$ cat src/tldr_pkg.sv
// Shared types, codes and constants of the terminal receive line discipline.
package tldr_pkg;

  // Longest read that a begin-read may arm; longer requests saturate to it.
  localparam int MAX_READ_LENGTH = 256;

  localparam int CNT_W = 9;
  localparam int CHAR_W = 8;

  // Saturation bound as seen by the 9-bit request field.
  localparam logic [CNT_W-1:0] READ_LIMIT_MAX =
    (MAX_READ_LENGTH > 511) ? 9'd511 : 9'(MAX_READ_LENGTH);

  localparam logic [CHAR_W-1:0] CHAR_LF = 8'h0A;
  localparam logic [CHAR_W-1:0] CHAR_CR = 8'h0D;
  localparam logic [CHAR_W-1:0] CHAR_PRINT_LO = 8'h20;
  localparam logic [CHAR_W-1:0] CHAR_PRINT_HI = 8'h7E;

  localparam int MODE_W = 7;
  localparam int MODE_CRLF = 0;
  localparam int MODE_RAW = 1;
  localparam int MODE_CBREAK = 2;
  localparam int MODE_ECHO = 3;
  localparam int MODE_ANYRES = 4;
  localparam int MODE_NONBLK = 5;
  localparam int MODE_PEER = 6;

  typedef enum logic [1:0] {
    KIND_CHAR  = 2'd0,
    KIND_BEGIN = 2'd1,
    KIND_POLL  = 2'd2
  } tldr_kind_t;

  typedef enum logic [1:0] {
    SIG_NONE = 2'd0,
    SIG_INTR = 2'd1,
    SIG_TERM = 2'd2
  } tldr_sig_t;

  typedef enum logic [2:0] {
    REG_MODE  = 3'd0,
    REG_INTR  = 3'd1,
    REG_QUIT  = 3'd2,
    REG_STOP  = 3'd3,
    REG_START = 3'd4,
    REG_ERASE = 3'd5,
    REG_KILL  = 3'd6
  } tldr_reg_t;

  typedef struct packed {
    tldr_kind_t        kind;
    logic [CHAR_W-1:0] rx_char;
    logic [7:0]        rx_error_bits;
    logic [CNT_W-1:0]  request_length;
  } tldr_in_t;

  typedef struct packed {
    logic              store_valid;
    logic [7:0]        store_index;
    logic [CHAR_W-1:0] store_char;
    logic              echo_valid;
    logic [CNT_W-1:0]  erase_echo_count;
    tldr_sig_t         signal_raised;
    logic              peer_blocked;
    logic              read_done;
    logic [CNT_W-1:0]  done_count;
    logic              would_block;
    logic [7:0]        rx_status;
  } tldr_out_t;

  typedef struct packed {
    logic [MODE_W-1:0] mode_flags;
    logic [CHAR_W-1:0] interrupt_char;
    logic [CHAR_W-1:0] quit_char;
    logic [CHAR_W-1:0] stop_char;
    logic [CHAR_W-1:0] start_char;
    logic [CHAR_W-1:0] erase_char;
    logic [CHAR_W-1:0] kill_char;
  } tldr_cfg_t;

  typedef struct packed {
    logic             read_active;
    logic [CNT_W-1:0] fill_index;
    logic [CNT_W-1:0] read_limit;
    logic [7:0]       sticky_status;
    logic             peer_block;
  } tldr_state_t;

endpackage

$ cat src/tty_line_discipline_receive.sv
// Top level of the terminal receive line discipline: input register, step logic, result register.
//
//   port group   direction  handshake           payload
//   in_*         in         in_valid/in_stall   tldr_in_t   (kind, rx_char, error bits, length)
//   out_*        out        out_valid/out_stall tldr_out_t  (store, echo, erase, signal, done)
//   cfg_*        in         cfg_we              index 0..6, 8-bit data
//
// One item per cycle while out_stall is low. An accepted transfer lands in the input register;
// the step logic then decides it against the state registers and loads the result register once
// that register frees up. Kill editing is folded into a removed-character count, so no item takes
// longer than one pass.
// Reset (rst_n low, synchronous) clears the state, both valid flags and loads register
// defaults. An out_stall holds the result register and, through it, the input register;
// in_stall rises only when the input register is full and cannot advance.
module tty_line_discipline_receive (
  input  logic                 clk,
  input  logic                 rst_n,

  input  logic                 in_valid,
  output logic                 in_stall,
  input  tldr_pkg::tldr_in_t   in_data,

  output logic                 out_valid,
  input  logic                 out_stall,
  output tldr_pkg::tldr_out_t  out_data,

  input  logic                 cfg_we,
  input  logic [2:0]           cfg_index,
  input  logic [7:0]           cfg_wdata
);

  tldr_pkg::tldr_cfg_t   cfg;

  // input register
  logic                  in_valid_r;
  logic                  in_valid_nxt;
  tldr_pkg::tldr_in_t    in_data_r;

  // line state
  tldr_pkg::tldr_state_t state_r;
  tldr_pkg::tldr_state_t state_nxt;
  tldr_pkg::tldr_state_t step_state;

  // result register
  logic                  out_valid_r;
  logic                  out_valid_nxt;
  tldr_pkg::tldr_out_t   out_data_r;
  tldr_pkg::tldr_out_t   step_res;

  logic                  advance;
  logic                  fire;

  tldr_cfg_regs u_cfg (
    .clk       (clk),
    .rst_n     (rst_n),
    .cfg_we    (cfg_we),
    .cfg_index (cfg_index),
    .cfg_wdata (cfg_wdata),
    .cfg       (cfg)
  );

  tldr_step u_step (
    .item   (in_data_r),
    .cfg    (cfg),
    .st     (state_r),
    .res    (step_res),
    .st_nxt (step_state)
  );

  // The result register frees up when empty or when its transfer completes this cycle.
  assign advance  = !out_valid_r || !out_stall;
  // Commit the held item: update state and load its result.
  assign fire     = in_valid_r && advance;
  assign in_stall = in_valid_r && !advance;

  always_comb begin
    in_valid_nxt  = in_valid_r;
    state_nxt     = state_r;
    out_valid_nxt = out_valid_r;
    if (!in_stall) begin
      in_valid_nxt = in_valid;
    end
    if (fire) begin
      state_nxt     = step_state;
      out_valid_nxt = 1'b1;
    end else if (advance) begin
      // result taken (or never there) and nothing new: drop valid
      out_valid_nxt = 1'b0;
    end
  end

  always_ff @(posedge clk) begin
    if (!rst_n) begin
      in_valid_r  <= 1'b0;
      out_valid_r <= 1'b0;
      state_r     <= '0;
    end else begin
      in_valid_r  <= in_valid_nxt;
      out_valid_r <= out_valid_nxt;
      state_r     <= state_nxt;
    end
  end

  // Payload registers carry no reset.
  always_ff @(posedge clk) begin
    if (!in_stall) begin
      in_data_r <= in_data;
    end
    if (fire) begin
      out_data_r <= step_res;
    end
  end

  assign out_valid = out_valid_r;
  assign out_data  = out_data_r;

`ifndef NO_ASSERTIONS
  // The fill position never runs past the armed limit.
  assert property (@(posedge clk) disable iff (!rst_n)
    state_r.fill_index <= state_r.read_limit)
    else $error("fill index beyond read limit");

  // The armed limit never exceeds the saturation bound.
  assert property (@(posedge clk) disable iff (!rst_n)
    state_r.read_limit <= tldr_pkg::READ_LIMIT_MAX)
    else $error("read limit above maximum");

  // A would-block result is always a completion with zero count.
  assert property (@(posedge clk) disable iff (!rst_n)
    out_valid_r && out_data_r.would_block |->
      out_data_r.read_done && (out_data_r.done_count == '0))
    else $error("would_block without empty completion");

  // Echo only ever accompanies a store.
  assert property (@(posedge clk) disable iff (!rst_n)
    out_valid_r && out_data_r.echo_valid |-> out_data_r.store_valid)
    else $error("echo without store");

  // A stalled input register holds its item until the result side frees up.
  assert property (@(posedge clk) disable iff (!rst_n)
    in_stall |=> in_valid_r && $stable(in_data_r))
    else $error("input register lost a held item");
`endif

endmodule

$ cat src/tldr_cfg_regs.sv
// Configuration register file of the line discipline.
module tldr_cfg_regs (
  input  logic                    clk,
  input  logic                    rst_n,
  input  logic                    cfg_we,
  input  logic [2:0]              cfg_index,
  input  logic [7:0]              cfg_wdata,
  output tldr_pkg::tldr_cfg_t     cfg
);

  tldr_pkg::tldr_cfg_t cfg_r;
  tldr_pkg::tldr_cfg_t cfg_nxt;

  always_comb begin
    cfg_nxt = cfg_r;
    if (cfg_we) begin
      case (cfg_index)
        tldr_pkg::REG_MODE:  cfg_nxt.mode_flags = cfg_wdata[tldr_pkg::MODE_W-1:0];
        tldr_pkg::REG_INTR:  cfg_nxt.interrupt_char = cfg_wdata;
        tldr_pkg::REG_QUIT:  cfg_nxt.quit_char = cfg_wdata;
        tldr_pkg::REG_STOP:  cfg_nxt.stop_char = cfg_wdata;
        tldr_pkg::REG_START: cfg_nxt.start_char = cfg_wdata;
        tldr_pkg::REG_ERASE: cfg_nxt.erase_char = cfg_wdata;
        tldr_pkg::REG_KILL:  cfg_nxt.kill_char = cfg_wdata;
        default:             cfg_nxt = cfg_r;
      endcase
    end
  end

  always_ff @(posedge clk) begin
    if (!rst_n) begin
      cfg_r.mode_flags     <= '0;
      cfg_r.interrupt_char <= 8'd3;
      cfg_r.quit_char      <= 8'd28;
      cfg_r.stop_char      <= 8'd19;
      cfg_r.start_char     <= 8'd17;
      cfg_r.erase_char     <= 8'd8;
      cfg_r.kill_char      <= 8'd21;
    end else begin
      cfg_r <= cfg_nxt;
    end
  end

  assign cfg = cfg_r;

endmodule

$ cat src/tldr_step.sv
// Per-item decision logic: one item plus current state gives one result and next state.
module tldr_step (
  input  tldr_pkg::tldr_in_t    item,
  input  tldr_pkg::tldr_cfg_t   cfg,
  input  tldr_pkg::tldr_state_t st,
  output tldr_pkg::tldr_out_t   res,
  output tldr_pkg::tldr_state_t st_nxt
);

  logic                          peer;
  logic                          echo_on;
  logic                          raw;
  logic                          cbreak;
  logic                          line_end;
  logic                          swallow;
  logic [tldr_pkg::CHAR_W-1:0]   c;
  logic [tldr_pkg::CNT_W-1:0]    req;
  logic [tldr_pkg::CNT_W-1:0]    erased;
  logic [tldr_pkg::CNT_W-1:0]    fill;

  always_comb begin
    peer     = cfg.mode_flags[tldr_pkg::MODE_PEER];
    echo_on  = cfg.mode_flags[tldr_pkg::MODE_ECHO];
    raw      = cfg.mode_flags[tldr_pkg::MODE_RAW];
    cbreak   = cfg.mode_flags[tldr_pkg::MODE_CBREAK];
    line_end = 1'b0;
    swallow  = 1'b0;
    erased   = '0;
    fill     = st.fill_index;
    c        = item.rx_char;
    req      = item.request_length;
    st_nxt   = st;
    res      = '0;

    case (item.kind)
      tldr_pkg::KIND_BEGIN: begin
        if (req > tldr_pkg::READ_LIMIT_MAX) begin
          req = tldr_pkg::READ_LIMIT_MAX;
        end
        st_nxt.fill_index  = '0;
        st_nxt.read_limit  = req;
        st_nxt.read_active = (req != '0);
        res.read_done      = (req == '0);
      end

      tldr_pkg::KIND_POLL: begin
        if (st.read_active && cfg.mode_flags[tldr_pkg::MODE_NONBLK]) begin
          st_nxt.read_active = 1'b0;
          res.read_done      = 1'b1;
          res.done_count     = st.fill_index;
          res.would_block    = (st.fill_index == '0);
        end
      end

      tldr_pkg::KIND_CHAR: begin
        if (st.read_active) begin
          st_nxt.sticky_status = st.sticky_status | item.rx_error_bits;
          if (c == tldr_pkg::CHAR_CR && cfg.mode_flags[tldr_pkg::MODE_CRLF]) begin
            c = tldr_pkg::CHAR_LF;
          end
          if (!raw) begin
            if (peer && cfg.mode_flags[tldr_pkg::MODE_ANYRES]) begin
              st_nxt.peer_block = 1'b0;
            end
            line_end = (c == tldr_pkg::CHAR_LF);
            if (c == cfg.interrupt_char) begin
              res.signal_raised = tldr_pkg::SIG_INTR;
            end else if (c == cfg.quit_char) begin
              res.signal_raised = tldr_pkg::SIG_TERM;
            end else if (c == cfg.stop_char) begin
              if (peer) st_nxt.peer_block = 1'b1;
              swallow = 1'b1;
            end else if (c == cfg.start_char) begin
              if (peer) st_nxt.peer_block = 1'b0;
              swallow = 1'b1;
            end
            if (!swallow && !cbreak) begin
              if (c == cfg.erase_char) begin
                if (fill != '0) begin
                  fill   = fill - 9'd1;
                  erased = 9'd1;
                end
                swallow = 1'b1;
              end else if (c == cfg.kill_char) begin
                erased  = fill;
                fill    = '0;
                swallow = 1'b1;
              end
            end
          end
          if (echo_on && peer) begin
            res.erase_echo_count = erased;
          end
          if (!swallow) begin
            res.store_valid = 1'b1;
            res.store_index = fill[7:0];
            res.store_char  = c;
            res.echo_valid  = echo_on && peer &&
                              (c >= tldr_pkg::CHAR_PRINT_LO) &&
                              (c <= tldr_pkg::CHAR_PRINT_HI);
            fill = fill + 9'd1;
          end
          st_nxt.fill_index = fill;
          if (line_end || (fill >= st.read_limit)) begin
            st_nxt.read_active = 1'b0;
            res.read_done      = 1'b1;
            res.done_count     = fill;
          end
        end
      end

      default: begin
        // unused kind code: report status only
        st_nxt = st;
      end
    endcase

    res.peer_blocked = st_nxt.peer_block;
    res.rx_status    = st_nxt.sticky_status;
  end

endmodule

$ cat config.mk
export PLATFORM = sky130hd
export DESIGN_NAME = tty_line_discipline_receive
export DESIGN_NICKNAME = d
export VERILOG_FILES = /design/src/tldr_pkg.sv /design/src/tty_line_discipline_receive.sv /design/src/tldr_cfg_regs.sv /design/src/tldr_step.sv
export SDC_FILE = /design/constraint.sdc
export NUM_CORES = 1
export LEC_CHECK = 0
export BUFFER_PORTS_ARGS = -buffer_cell sky130_fd_sc_hd__buf_2
export CORE_ASPECT_RATIO = 1.2
export CORE_UTILIZATION = 35
export CTS_CLUSTER_SIZE = 30
export DETAILED_ROUTE_END_ITERATION = 16
export PLACE_DENSITY = 0.59
export RECOVER_POWER = 100
export SETUP_SLACK_MARGIN = 0.05
export SYNTH_ARGS = -nofsm -noshare
export SYNTH_HDL_FRONTEND = slang
export SYNTH_SLANG_ARGS = --single-unit
$ cat constraint.sdc
create_clock -name clk -period 5.1 [get_ports clk]
set_clock_uncertainty 0.15 [all_clocks]
set_input_delay 0 -clock clk [delete_from_list [all_inputs] [get_ports clk]]
set_output_delay 0 -clock clk [all_outputs]
set_load 0.05 [all_outputs]
==> reports/results.ini <==
[floorplanning]
initial_core_util = 0.356
die_area_sq_mm = 0.0226
rows = 59
die_h_um = 165
core-area_sq_mm = 0.0216
pin_count = 94
dieWidth_um = 137

[yosys]
async_flop_share = 0
syn_inst = 756
synth_top_cell_by_area = edfxtp_1
netlist_top_cells_count = nand2_1, dfxtp_1, edfxtp_1
synth_xor_area_frac = 0.0586
ys_ff_latch = 161
synth_top_flop_cell = dfxtp_1
post-synth-top-count-cell = nand2_1
synth_compound_area_frac = 0.146
synth-simple-area-share = 0.212
syn_area_sq_mm = 0.00771
netlist.area_leader.share = 0.296
ys_seq_area_frac = 0.517
syn_nets = 810
synth-edff-count = 76
synth-warning-count = 0
synth_top_family_by_area = simple AND/OR/NAND/NOR gates
ys_types = 75
synth_mux_area_frac = 0.0130
ys_top_cells_by_area = edfxtp_1, dfxtp_1, nand2_1
synth_fa_ha_area_frac = 0.0179
syn_area_per_cell_sq_um = 10.2

[outcome]
status = finished, violations left
violations = capacitance limit, slew limit

[clock_tree]
cts.sinks = 161
cts_root_buf = clkbuf_16
htree_levels = 4
clk_latency_ns = 0.43
clk_pin_slew_ns = 0.07
clock_path_buffers = 2
cts_made_buffers = 17
cts_tree = done

[worst_setup_path]
critPathCapture = out_data[11]$_DFFE_PP_
regToRegEndpoint = out_data[11]$_DFFE_PP_
worst-path-buf-inv = 3
cp_cell_sequence = or4b_4 > o21ai_4 > xnor2_2 > a211oi_4 > a211oi_2 > buf_6 > o41a_1 > o21ai_2 > ha_1 > mux2i_1 > inv_1 > ha_4 > a21o_1 > a21oi_2 > nor2b_1 > o21ai_1 > a21oi_1 > o211ai_1 > a21oi_2 > buf_6 > a22o_1
cp_max_fo = 6
max_stage_delay_ns = 0.57
end_kind = flop
cp_slowest_cell = or4b_4
crit_start = in_data_r[22]$_DFFE_PN_
critical_path_class = reg -> reg
critPathTopFamily = compound AO/OA/AOI/OAI gates
cp.arrival_ns = 4.97
worst-path-stages = 21
reg2reg_slack_ns = 0.16
worstReg2RegStart = in_data_r[22]$_DFFE_PN_
crit_required_ns = 5.14
reg2regPathDepth = 21
worstSetupStartpointType = flop

[grt]
overflow = 0
grt_max_degree = 83
grt.total_usage = 0.181
grt_pass1_wl_um = 30600
grt_pass1_vias = 5651
antenna_found_initial = 0

[route]
routed_via_density = 4.99
via_count = 5988
antenna_left = 0
wire_per_inst_um = 16.5
drt_iter0_markers = 361
wl_um = 19900
drtPass1Iterations = 4
drc = 0

[layout]
final.fill_count = 2083
design_area_sq_mm = 0.00972
diodes = 0
syn_to_final_growth_pct = 26.1
nNetsFinal = 969
final_layout_size_suffix_gt1_frac = 0.166

[timing]
finalMaxSlewViolations = 87
setup_viol_count_final = 0
max-slew-margin-rel = -0.770
rsz0062_at_grt = true
clock.fmax_ghz = 0.203
worst_pin_slew_ns = 2.66
finalSetupTns_ns = 0
finalCriticalPeriod_ns = 4.94
finalHoldWorstSlack_ns = 0.0742
hold_violations = 0
period_share = 0.968

[place]
dp.final_hpwl_um = 13500
placed_cell_area_sq_mm = 0.00858
numPortBuffers = 93
globalplace.congestion = 0.825

[run]
cap_viol_max_count = 3

[power_and_ir_drop]
p_per_area_mw_per_mm2 = 300
leakage_nw = 3.86
ir_worst_vdd_mv = 0.233

[worst_hold_path]
min_path_type = in -> reg

how the worst min path moves through the flow:
stage / start / to / slack (ns) / cells after the start
final: rst_n / u_cfg.cfg[41]$_SDFFE_PN1P_ / 0.07 / 3
after global routing: rst_n / u_cfg.cfg[41]$_SDFFE_PN1P_ / 0.09 / 3
after CTS: rst_n / u_cfg.cfg[11]$_SDFFE_PN1P_ / 0.07 / 3
after detailed placement: in_data[21] / in_data_r[21]$_DFFE_PN_ / 0.03 / 1
after global placement: in_data[10] / in_data_r[10]$_DFFE_PN_ / 0.03 / 1
after floorplan: in_data[0] / in_data_r[0]$_DFFE_PN_ / -0.05 / 0
sequential cells by signal, indices dropped and copies added, names as in the netlist:
signal and flops:
u_cfg.cfg 55, in_valid_r 1, out_valid 1, state_r 28, in_data_r 27, out_data 49
power by group:
part	internal (mW)	switching [mW]	total, mW
Combinational	0.0976	0.166	0.264
Clock	0.686	0.554	1.24
Sequential	1.39	0.0224	1.41
Total	2.17	0.743	2.92
through the flow:
| step | power [mW] | worst slack, ns | cells | utilization |
|---|---|---|---|---|
| detailed placement | 1.68 | 0.200 | 1115 | 0.397 |
| global route | 3.03 | -0.0807 | 1201 | 0.449 |
| global placement | 1.67 | 0.246 | 1115 | 0.397 |
| finish | 2.92 | 0.165 | 1201 | 0.449 |
| CTS | 2.95 | 0.139 | 1190 | 0.443 |
| floorplan | 1.60 | 0.270 | 756 | - |
cells in the final DEF (no fill, tap or decap), types with 17 or more instances in the layout:
master	count
nand2_1	124
dfxtp_1	85
edfxtp_1	76
clkbuf_1	56
dlygate4sd3_1	44
buf_2	41
nor2_1	37
buf_4	37
a21boi_0	36
nand3_1	30
nor2b_1	26
inv_1	24
xor2_1	24
xnor2_1	20
nor3_1	18
a21oi_1	17
clkbuf_16	17
area by class of cell:
type | instances | area, sq um | share of cell area
Clock inverter | 14 | 149 | 0.0153
Clock buffer | 17 | 425 | 0.0438
Timing Repair Buffer | 180 | 1160 | 0.119
Inverter | 24 | 90.1 | 0.00927
Tap cell | 274 | 343 | 0.0353
Sequential cell | 161 | 3980 | 0.410
Multi-Input combinational cell | 531 | 3570 | 0.368
timing repair:
action,CTS,global route
setup buffers,0,11
hold buffers,44,0
gates resized for setup,0,24
endpoints found under the setup margin,0,11
endpoints found under the hold margin,85,0
worst min-delay path: cells and delay by family:
family | cells | cell delay, ns
and+or+nand+nor | 1 | 0.15
buffers and inverters | 2 | 0.44
kinds of logic (layout without fill, tap and decap cells):
kind of cell / count (synthesis) / in the layout
AO/OA/AOI/OAI: 145 / 145
XOR/XNOR: 49 / 49
adder cells (fa/ha/maj): 11 / 11
buffers and inverters: 64 / 235
flip-flops: 161 / 161
multiplexers: 10 / 10
AND/OR/NAND/NOR: 316 / 316
per-layer routing:
metal  vias up  part of all wire  GRT usage
met5         -                 0          0
met1      2813              0.44      0.222
met3        33             0.044     0.0393
li1       2986                 -          -
met4         0             0.022     0.0624
met2       156              0.50      0.309
(Power assumes the default switching activity.)
